**src/rtl/trl_pkg.sv**
```systemverilog
// Shared types and constants for the turn restriction lookup unit.
`default_nettype none

package trl_pkg;

   localparam int DEFAULT_TABLE_DEPTH = 1024;
   localparam int DEFAULT_ID_BITS     = 32;

   localparam logic ACT_WRITE = 1'b0;
   localparam logic ACT_QUERY = 1'b1;

   typedef enum logic [1:0] {
      DEC_NONE      = 2'd0,
      DEC_PROHIBIT  = 2'd1,
      DEC_ONLY_HIT  = 2'd2,
      DEC_ONLY_MISS = 2'd3
   } decided_type;

   typedef enum logic [2:0] {
      ST_IDLE,
      ST_SRCH_RD,
      ST_SRCH_CMP,
      ST_SCAN_RD,
      ST_SCAN_CMP
   } trl_state_type;

endpackage

`default_nettype wire

```
**src/rtl/trl_ctrl.sv**
```systemverilog
// Lookup sequencer: table writes, lower-bound search and matching-rule scan.
`default_nettype none

module trl_ctrl import trl_pkg::*; #(
   parameter int TABLE_DEPTH = DEFAULT_TABLE_DEPTH,
   parameter int ID_BITS     = DEFAULT_ID_BITS,
   localparam int IDX_W      = $clog2(TABLE_DEPTH),
   localparam int CNT_W      = $clog2(TABLE_DEPTH + 1),
   localparam int WORD_W     = 3 * ID_BITS + 1
) (
   input  wire logic               clock,
   input  wire logic               reset,
   input  wire logic               start,
   output logic                    busy,
   input  wire logic               req_action,
   input  wire logic [IDX_W-1:0]   req_entry_index,
   input  wire logic [ID_BITS-1:0] req_from_segment,
   input  wire logic [ID_BITS-1:0] req_via_node,
   input  wire logic [ID_BITS-1:0] req_to_segment,
   input  wire logic               req_only_kind,
   input  wire logic [CNT_W-1:0]   rule_count,
   output logic                    mem_wr_en,
   output logic [IDX_W-1:0]        mem_wr_addr,
   output logic [WORD_W-1:0]       mem_wr_data,
   output logic                    mem_rd_en,
   output logic [IDX_W-1:0]        mem_rd_addr,
   input  wire logic [WORD_W-1:0]  mem_rd_data,
   output logic                    rsp_valid,
   output logic                    rsp_allowed,
   output logic [1:0]              rsp_decided_by
);

   trl_state_type state_ff, state_in;

   logic [CNT_W-1:0]   lo_ff, lo_in;
   logic [CNT_W-1:0]   hi_ff, hi_in;
   logic               saw_only_ff, saw_only_in;
   logic [ID_BITS-1:0] qfrom_ff, qfrom_in;
   logic [ID_BITS-1:0] qvia_ff, qvia_in;
   logic [ID_BITS-1:0] qto_ff, qto_in;
   logic               rsp_valid_ff, rsp_valid_in;
   logic               rsp_allowed_ff, rsp_allowed_in;
   decided_type        rsp_dec_ff, rsp_dec_in;

   logic               req_take;
   logic               query_take;
   logic [CNT_W-1:0]   mid;
   logic               lo_below_hi;
   logic               lo_below_cnt;
   logic [ID_BITS-1:0] rd_from;
   logic [ID_BITS-1:0] rd_via;
   logic [ID_BITS-1:0] rd_to;
   logic               rd_kind;
   logic               key_below;
   logic               key_match;
   logic               to_hit;

   assign busy       = (state_ff != ST_IDLE);
   assign req_take   = start && !busy;
   assign query_take = req_take && (req_action == ACT_QUERY);

   // writes go straight to the table while idle; slots past the depth are dropped
   assign mem_wr_en   = req_take && (req_action == ACT_WRITE) &&
                        (CNT_W'(req_entry_index) < CNT_W'(TABLE_DEPTH));
   assign mem_wr_addr = req_entry_index;
   assign mem_wr_data = {req_only_kind, req_to_segment, req_via_node, req_from_segment};

   assign mid          = lo_ff + ((hi_ff - lo_ff) >> 1);
   assign lo_below_hi  = lo_ff < hi_ff;
   assign lo_below_cnt = lo_ff < rule_count;

   assign rd_from   = mem_rd_data[ID_BITS-1:0];
   assign rd_via    = mem_rd_data[2*ID_BITS-1:ID_BITS];
   assign rd_to     = mem_rd_data[3*ID_BITS-1:2*ID_BITS];
   assign rd_kind   = mem_rd_data[3*ID_BITS];
   assign key_below = {rd_from, rd_via} < {qfrom_ff, qvia_ff};
   assign key_match = (rd_from == qfrom_ff) && (rd_via == qvia_ff);
   assign to_hit    = (rd_to == qto_ff);

   always_comb begin
      state_in = state_ff;
      unique case (state_ff)
         ST_IDLE: begin
            if (query_take) state_in = ST_SRCH_RD;
         end
         ST_SRCH_RD: begin
            state_in = lo_below_hi ? ST_SRCH_CMP : ST_SCAN_RD;
         end
         ST_SRCH_CMP: begin
            state_in = ST_SRCH_RD;
         end
         ST_SCAN_RD: begin
            state_in = lo_below_cnt ? ST_SCAN_CMP : ST_IDLE;
         end
         ST_SCAN_CMP: begin
            state_in = (!key_match || to_hit) ? ST_IDLE : ST_SCAN_RD;
         end
         default: state_in = ST_IDLE;
      endcase
   end

   always_comb begin
      lo_in          = lo_ff;
      hi_in          = hi_ff;
      saw_only_in    = saw_only_ff;
      qfrom_in       = qfrom_ff;
      qvia_in        = qvia_ff;
      qto_in         = qto_ff;
      rsp_valid_in   = 1'b0;
      rsp_allowed_in = rsp_allowed_ff;
      rsp_dec_in     = rsp_dec_ff;
      mem_rd_en      = 1'b0;
      mem_rd_addr    = mid[IDX_W-1:0];
      unique case (state_ff)
         ST_IDLE: begin
            if (query_take) begin
               lo_in       = '0;
               hi_in       = rule_count;
               saw_only_in = 1'b0;
               qfrom_in    = req_from_segment;
               qvia_in     = req_via_node;
               qto_in      = req_to_segment;
            end
         end
         ST_SRCH_RD: begin
            mem_rd_en = lo_below_hi;
         end
         ST_SRCH_CMP: begin
            if (key_below) lo_in = mid + 1'b1;
            else           hi_in = mid;
         end
         ST_SCAN_RD: begin
            mem_rd_en   = lo_below_cnt;
            mem_rd_addr = lo_ff[IDX_W-1:0];
            if (!lo_below_cnt) begin
               rsp_valid_in   = 1'b1;
               rsp_allowed_in = !saw_only_ff;
               rsp_dec_in     = saw_only_ff ? DEC_ONLY_MISS : DEC_NONE;
            end
         end
         ST_SCAN_CMP: begin
            if (!key_match) begin
               rsp_valid_in   = 1'b1;
               rsp_allowed_in = !saw_only_ff;
               rsp_dec_in     = saw_only_ff ? DEC_ONLY_MISS : DEC_NONE;
            end else if (to_hit) begin
               rsp_valid_in   = 1'b1;
               rsp_allowed_in = rd_kind;
               rsp_dec_in     = rd_kind ? DEC_ONLY_HIT : DEC_PROHIBIT;
            end else begin
               saw_only_in = saw_only_ff | rd_kind;
               lo_in       = lo_ff + 1'b1;
            end
         end
         default: ;
      endcase
   end

   always_ff @(posedge clock) begin
      if (reset) begin
         state_ff     <= ST_IDLE;
         rsp_valid_ff <= 1'b0;
      end else begin
         state_ff     <= state_in;
         rsp_valid_ff <= rsp_valid_in;
      end
   end

   always_ff @(posedge clock) begin
      lo_ff          <= lo_in;
      hi_ff          <= hi_in;
      saw_only_ff    <= saw_only_in;
      qfrom_ff       <= qfrom_in;
      qvia_ff        <= qvia_in;
      qto_ff         <= qto_in;
      rsp_allowed_ff <= rsp_allowed_in;
      rsp_dec_ff     <= rsp_dec_in;
   end

   assign rsp_valid      = rsp_valid_ff;
   assign rsp_allowed    = rsp_allowed_ff;
   assign rsp_decided_by = rsp_dec_ff;

   a_rsp_single: assert property (@(posedge clock) disable iff (reset)
      rsp_valid_ff |=> !rsp_valid_ff)
      else $error("response strobe longer than one cycle");

   a_query_busy: assert property (@(posedge clock) disable iff (reset)
      query_take |=> busy)
      else $error("query accepted without going busy");

   a_search_order: assert property (@(posedge clock) disable iff (reset)
      (state_ff == ST_SRCH_RD) |-> (lo_ff <= hi_ff) && (hi_ff <= rule_count))
      else $error("search bounds crossed");

   a_no_write_busy: assert property (@(posedge clock) disable iff (reset)
      mem_wr_en |-> !busy && !mem_rd_en)
      else $error("table write during lookup");

   a_rsp_at_end: assert property (@(posedge clock) disable iff (reset)
      rsp_valid_in |=> (state_ff == ST_IDLE))
      else $error("response issued outside lookup end");

endmodule

`default_nettype wire

```
**config.mk**
```make
export PLATFORM = sky130hd
export DESIGN_NAME = trl_ctrl
export DESIGN_NICKNAME = d
export VERILOG_FILES = /design/src/rtl/trl_pkg.sv /design/src/rtl/trl_ctrl.sv
export SDC_FILE = /design/constraint.sdc
export NUM_CORES = 1
export LEC_CHECK = 0
export BUFFER_PORTS_ARGS = -buffer_cell sky130_fd_sc_hd__buf_2
export CAP_MARGIN = 15
export CORE_ASPECT_RATIO = 1.75
export CORE_MARGIN = 10
export CORE_UTILIZATION = 46
export DETAILED_ROUTE_END_ITERATION = 10
export PLACE_DENSITY = 0.8
export SLEW_MARGIN = 20
export SYNTH_ARGS = -nofsm -noshare
export SYNTH_HDL_FRONTEND = slang
export SYNTH_SLANG_ARGS = --single-unit
```
**constraint.sdc**
```tcl
create_clock -name clock -period 6.68 [get_ports clock]
set_clock_uncertainty 0.2 [all_clocks]
set_input_delay 1.002 -clock clock [delete_from_list [all_inputs] [get_ports clock]]
set_output_delay 1.002 -clock clock [all_outputs]
set_load 0.1 [all_outputs]
```
==> summary.md, run 1 <==
| Metric | Value |
|---|---|
| Status | `finished clean` |
| Number of post-CTS setup repair buffers | `0` |
| Fillers | `1630` |
| Post-Synthesis Cell Area | `0.00868 mm²` |
| CTS Sinks | `126` |
| Multi-input logic area | `0.00370 mm²` |
| WP data required | `5480 ps` |
| Post-DRT Antenna Nets | `0` |
| Post-Synthesis Cells | `824` |
| Static Leak | `5.01 nW` |
| TritonCTS clock tree | `yes` |
| Buffers on Ports | `320` |
| DRC marker count from the first detailed-route iteration | `273` |
| Detailed Place HPWL | `21500 µm` |
| Setup CP Type | `flop to output port` |
| CTS hold repair buffers | `0` |
| Net count, final | `1366` |
| CTS root buf | `clkbuf_16` |
| Seq/Total Area, Yosys | `0.431` |
| Hold slack | `398 ps` |
| DRC errors left | `0` |
| Max VDD drop | `555 µV` |
| Cell taking the most area after synthesis | `edfxtp_1` |
| Final period utilization | `0.856` |
| Syn_nets | `1141` |
| Endpoint type of the worst setup path | `output port` |
| RSZ-0062 raised after global routing | `no` |
| Num CTS Buffers | `17` |
| First-pass DRT Iterations | `5` |
| Total Wirelength | `25900 µm` |
| Worst-Skew Late Latency | `420 ps` |
| Largest net degree at the start of global routing | `52` |
| EDFF count, synth | `122` |
| Syn Area/Cell | `10.5 µm²` |
| Worst path slowest cell | `buf_2` |
| CP peak stage delay | `470 ps` |
| Clock-pin slew on the worst setup and hold paths | `60 ps` |
| Setup crit start kind | `flop` |
| Slew @ Worst Pin | `861 ps` |
| XOR/XNOR Fraction of Synth Area | `0.0634` |
| Num rows | `66` |
| GRT Overall Usage | `0.205` |
| Register area | `0.00374 mm²` |
| Final setup viols | `0` |
| Synth-to-Final Area Change | `19.2%` |
| Max-slew violation count | `0` |
| Max_cap viols | `0` |
| Post-synth top flop | `edfxtp_1` |
| Final Hold Viols | `0` |
| Worst-case clock buffer depth | `2` |
| First-pass GRT wire length | `39200 µm` |
| Via count | `6747` |
| CP max FO | `5` |
| Most numerous cell in the Yosys netlist | `edfxtp_1` |
| Compound-cell area share of the yosys netlist | `0.124` |
| Hold Path Class | `flop to flop` |
| Syn. warnings | `0` |
| Top post-synthesis cells by area | `edfxtp_1 42%, ha_1 14%, buf_4 9.3%` |
| Core ar. | `0.0186 mm²` |
| Vias in the first global route | `7655` |
| Die W | `124 µm` |
| CTS resizes | `0` |
| Synth Area in Simple Gates | `0.0918` |
| Die ar. | `0.0250 mm²` |
| Asr flop ratio synth | `0` |
| Share of layout cells above drive strength 1 | `0.348` |
| Min Clock Period, post-route | `5720 ps` |
| Multiplexer area fraction after synthesis | `0.00346` |
| Via/cell ratio | `5.17` |
| R2R cell count | `18` |
| Die Y | `202 µm` |
| DR WL/cell | `19.8 µm` |
| Pwr/cell area | `423 mW/mm²` |
| Synth Area in Adders | `0.143` |
| Placer congestion estimate | `0.923` |
| FF+latch count, synth | `126` |
| Yosys top cell area share | `0.422` |
| Arrival @ worst endpoint | `4510 ps` |
| I/O Pins | `343` |
| Main combinational cell family by area after synthesis | `buffers and inverters` |
| Setup TNS | `0 ps` |
| Max-Slew Margin vs Limit | `0.423` |
| FMAX | `175 MHz` |
| Netlist cell types | `63` |
| Worst-path cell chain | `inv_1, ha_1, nor2b_1, o21ai_0, a21oi_1, o31a_1, o21a_1, nor2_1, xnor2_1, ha_1, or2_1, a21oi_1, inv_1, a31o_1, xor2_1, nand2_1, o21ai_0, buf_2` |
| Hold Crit Depth | `2` |
| Synth top cells by count | `122 x edfxtp_1, 108 x buf_4, 103 x inv_1, 96 x ha_1, 42 x xor2_1` |
| H-tree level count | `4` |
| Antenna violations before repair | `4` |
| Remaining Overflow, GRT | `0` |
| Initial core utilization | `0.467` |
## per-stage QoR
step	setup WS (ps)	power, W	utilization	cell area [µm²]	std cells
final	963	0.00438	0.557	10300	1304
after global routing	506	0.00458	0.557	10300	1304
after CTS	942	0.00439	0.556	10300	1300
after detailed placement	1390	0.00347	0.526	9770	1268
after global placement	1470	0.00344	0.526	9770	1268
after floorplan	690	0.00308	-	8680	824
## cells by family after synthesis
logic type      count (synthesis)
flops                         126
compound gates                162
mux                             3
simple gates                  152
xor+xnor                       62
fa+ha+maj                      98
buf+inv                       221
## flip-flops by register name, summed over array words and instances, names as in the netlist
signal / cells
hi_ff: 11
lo_ff: 11
qfrom_ff: 32
qto_ff: 32
qvia_ff: 32
rsp_allowed: 1
rsp_decided_by: 2
rsp_valid: 1
saw_only_ff: 1
state_ff: 3
## placed cells by master, fill, tap and decap left out, types with 4 or more instances in the layout
| cell type | n |
|---|---|
| dfxtp_1 | 4 |
| nor2_1 | 35 |
| diode_2 | 4 |
| o22ai_1 | 10 |
| o21a_1 | 8 |
| nor4_1 | 8 |
| nor3_1 | 10 |
| clkbuf_16 | 17 |
| nand3_1 | 7 |
| inv_1 | 102 |
| xnor2_1 | 19 |
| nand2_1 | 39 |
| xor2_1 | 42 |
| a21oi_1 | 41 |
| inv_6 | 7 |
| edfxtp_1 | 122 |
| a21o_1 | 36 |
| nand4_1 | 20 |
| o21ai_0 | 33 |
| buf_2 | 320 |
| buf_4 | 4 |
| nor2b_1 | 6 |
| nand2b_1 | 4 |
| ha_1 | 96 |
## final timing paths
check                   start              to  slack [ps]
setup reg to reg     lo_ff[1]       lo_ff[10]        2050
hold reg to reg   saw_only_ff     saw_only_ff         400
setup / recovery     lo_ff[1]  mem_rd_addr[9]         960
hold / removal    saw_only_ff     saw_only_ff         400
## layer usage
layer  GRT usage  vias to the layer above  part of all wire
met3      0.0477                       45             0.059
li1            -                     3274                 -
met2       0.405                      237              0.58
met4      0.0906                        0             0.033
met5           0                        -                 0
met1       0.184                     3191              0.32
## final cells by class
class,count,share of cell area
Sequential cell,126,0.362
Multi-Input combinational cell,477,0.358
Timing Repair Buffer,324,0.158
Clock buffer,17,0.0411
Inverter,103,0.0376
Tap cell,238,0.0288
Clock inverter,15,0.0144
Antenna cell,4,0.000967
## power breakdown
group	total, W	internal (W)	switching, W
Sequential	0.00101	0.000959	0.0000512
Clock	0.000914	0.000524	0.000389
Combinational	0.00246	0.000655	0.00180
Total	0.00438	0.00214	0.00224
## critical path: cells and delay by family (launching register included)
family | cells | cell delay (ps)
adders and majority gates | 2 | 530
DFF | 1 | 450
and+or+nand+nor | 4 | 560
buffers and inverters | 3 | 740
xor gates and xnor gates | 2 | 390
AOI/OAI and AO/OA | 7 | 1450
No activity file was read; power rests on OpenSTA's default activity.
==> run 2, diff against run 1 <==
Settings changed: BUFFER_PORTS_ARGS -buffer_cell sky130_fd_sc_hd__buf_2 to -buffer_cell sky130_fd_sc_hd__buf_4, CORE_UTILIZATION 46 to 30, PLACE_DENSITY 0.8 to 0.58.
==> run 2 against run 1 <==
Net effect:
- highest routed layer is now met5
- critical path type unchanged
- largest cell class unchanged
- largest power group unchanged
- via count shrank 3.6%
- sequential share of layout area shrank 3.1 points
- power grew 2.8%
- non-clock buffer count unchanged
- clock-buffer cell count up 2
- final cell count rose by 10%
- cell area rose by 9.3%
- sequential power hardly changed
- first-iteration DRC count shrank 19%
- critical path depth unchanged
- hold slack got worse by 21 ps
- setup slack better by 84 ps
==> summary.md, run 2 (synthesized netlist as in run 1, its figures left out) <==
| Metric | Value |
|---|---|
| M1 WL | `8700 µm` |
| DR WL/cell | `18.7 µm` |
| Pwr/cell area | `398 mW/mm²` |
| CTS Sinks | `126` |
| Slew @ Worst Pin | `912 ps` |
| Clock network power share | `0.204` |
| Setup CP Type | `flop to output port` |
| Reg power frac | `0.224` |
| Static Leak | `5.28 nW` |
| Commonest non-fill, non-tap cells in the layout | `324 x buf_4, 122 x edfxtp_1, 102 x inv_1, 96 x ha_1, 42 x xor2_1` |
| Num rows | `82` |
| R2R cell count | `18` |
| First-pass DRT Iterations | `4` |
| Placed Cells | `1408` |
| Placed inst area | `0.0107 mm²` |
| Worst setup path end | `mem_rd_addr[9]` |
| Num CTS Buffers | `17` |
| H-tree level count | `4` |
| CTS root buf | `clkbuf_16` |
| Setup crit start kind | `flop` |
| Max-Slew Margin vs Limit | `0.392` |
| WP data required | `5480 ps` |
| Endpoint type of the worst setup path | `output port` |
| Arrival @ worst endpoint | `4430 ps` |
| CTS hold repair buffers | `0` |
| I/O Pins | `343` |
| Detailed Place HPWL | `22800 µm` |
| DRC marker count from the first detailed-route iteration | `220` |
| Commonest non-fill, non-tap cell in the layout | `buf_4` |
| Final setup viols | `0` |
| Worst-case clock buffer depth | `2` |
| Worst reg2reg path endpoint | `lo_ff[10]` |
| Remaining Overflow, GRT | `0` |
| CP startpoint | `lo_ff[1]` |
| Logic pwr share | `0.571` |
| Clock-pin slew on the worst setup and hold paths | `60 ps` |
| Total Wirelength | `26900 µm` |
| Die Y | `245 µm` |
| Placer congestion estimate | `0.868` |
| Hold Path Class | `flop to flop` |
| Max_cap viols | `0` |
| Max-slew violation count | `0` |
| Register-to-register setup slack | `2010 ps` |
| Net Sw Frac | `0.495` |
| Design Area, Final | `0.0113 mm²` |
| Buffers on Ports | `320` |
| Final period utilization | `0.843` |
| Number of post-CTS setup repair buffers | `0` |
| Vias in the first global route | `7317` |
| RSZ-0062 raised after global routing | `no` |
| Top Metal Used | `met5` |
| CP max FO | `5` |
| Via count | `6505` |
| Largest net degree at the start of global routing | `70` |
| Min Clock Period, post-route | `5630 ps` |
| Die W | `149 µm` |
| Initial core utilization | `0.303` |
| Synth-to-Final Area Change | `30.3%` |
| Hold Crit Depth | `2` |
| Final Hold Viols | `0` |
| CTS resizes | `0` |
| Status | `finished clean` |
| Reg2Reg Launch Point | `lo_ff[1]` |
| Non-filler cells, final | `1440` |
| Share of layout cells above drive strength 1 | `0.347` |
| GRT Overall Usage | `0.146` |
| WL met3 | `1670 µm` |
| Antenna cells | `0` |
| Post-DRT Antenna Nets | `0` |
| Setup TNS | `0 ps` |
| Max VDD drop | `481 µV` |
| FMAX | `178 MHz` |
| Via/cell ratio | `4.52` |
| Net count, final | `1366` |
| Psw | `0.00223 W` |
| Die ar. | `0.0364 mm²` |
| TritonCTS clock tree | `yes` |
| Antenna violations before repair | `1` |
| DRC errors left | `0` |
| First-pass GRT wire length | `40100 µm` |
| WL met2 | `15800 µm` |
| Tot Pwr | `0.00450 W` |
| Core ar. | `0.0286 mm²` |
| Design internal power | `0.00227 W` |
| Top Registers | `qfrom_ff: 32 flops, qto_ff: 32 flops, qvia_ff: 32 flops` |
| Worst-Skew Late Latency | `430 ps` |
-- run 2: changes by cell type in the layout (fill, tap and decap cells not counted), moves of 3 or more --
cell / before / now
buf_4: 4 / 324
clkinv_2: 0 / 3
diode_2: 4 / 0
buf_2: 320 / 0
inv_6: 7 / 2
-- run 2: worst min-delay path by stage --
stage / slack (ps) / endpoint / from
finish: 380 / saw_only_ff / saw_only_ff
global route: 430 / saw_only_ff / saw_only_ff
CTS: 380 / saw_only_ff / saw_only_ff
detailed placement: 360 / saw_only_ff / saw_only_ff
global placement: 360 / saw_only_ff / saw_only_ff
floorplan: 330 / saw_only_ff / saw_only_ff
-- run 2: critical path, cell delays in order, from the launching register on --
cell and delay, ps:
edfxtp_1 480, inv_1 190, ha_1 280, nor2b_1 130, o21ai_0 200, a21oi_1 150
o31a_1 300, o21a_1 180, nor2_1 110, xnor2_1 140, ha_1 260, or2_1 230
a21oi_1 230, inv_1 60, a31o_1 250, xor2_1 270, nand2_1 80, o21ai_0 120
buf_4 340
-- run 2: layout make-up --
cell class | instances | area [µm²]
clock inverters | 13 | 141
multi-input cells | 477 | 3700
well taps | 378 | 473
flip-flops and latches | 126 | 3740
fillers | 2840 | 17300
inverters | 103 | 389
repair buffers | 324 | 2430
clock buffers | 19 | 433
-- run 2: layer usage --
| metal | vias to the layer above | track usage |
|---|---|---|
| li1 | 3262 | - |
| met1 | 3004 | 0.129 |
| met2 | 205 | 0.291 |
| met3 | 32 | 0.0451 |
| met4 | 2 | 0.0629 |
| met5 | - | 0 |
-- run 2: metrics by stage --
step / worst slack [ps] / utilization / hold slack [ps]
5_1_grt: 730 / 0.395 / 427
3_5_place_dp: 1530 / 0.375 / 365
3_3_place_gp: 1560 / 0.375 / 363
4_1_cts: 1020 / 0.395 / 380
2_1_floorplan: 690 / - / 331
6_report: 1050 / 0.395 / 378
-- run 2: power by group through the flow --
| stage | clock network, W | registers (W) | logic, W |
|---|---|---|---|
| global placement | 0 | 0.00102 | 0.00257 |
| detailed placement | 0 | 0.00103 | 0.00259 |
| floorplan | 0 | 0.00101 | 0.00206 |
| global route | 0.000980 | 0.00102 | 0.00276 |
| CTS | 0.000949 | 0.00101 | 0.00260 |
| finish | 0.000921 | 0.00101 | 0.00257 |
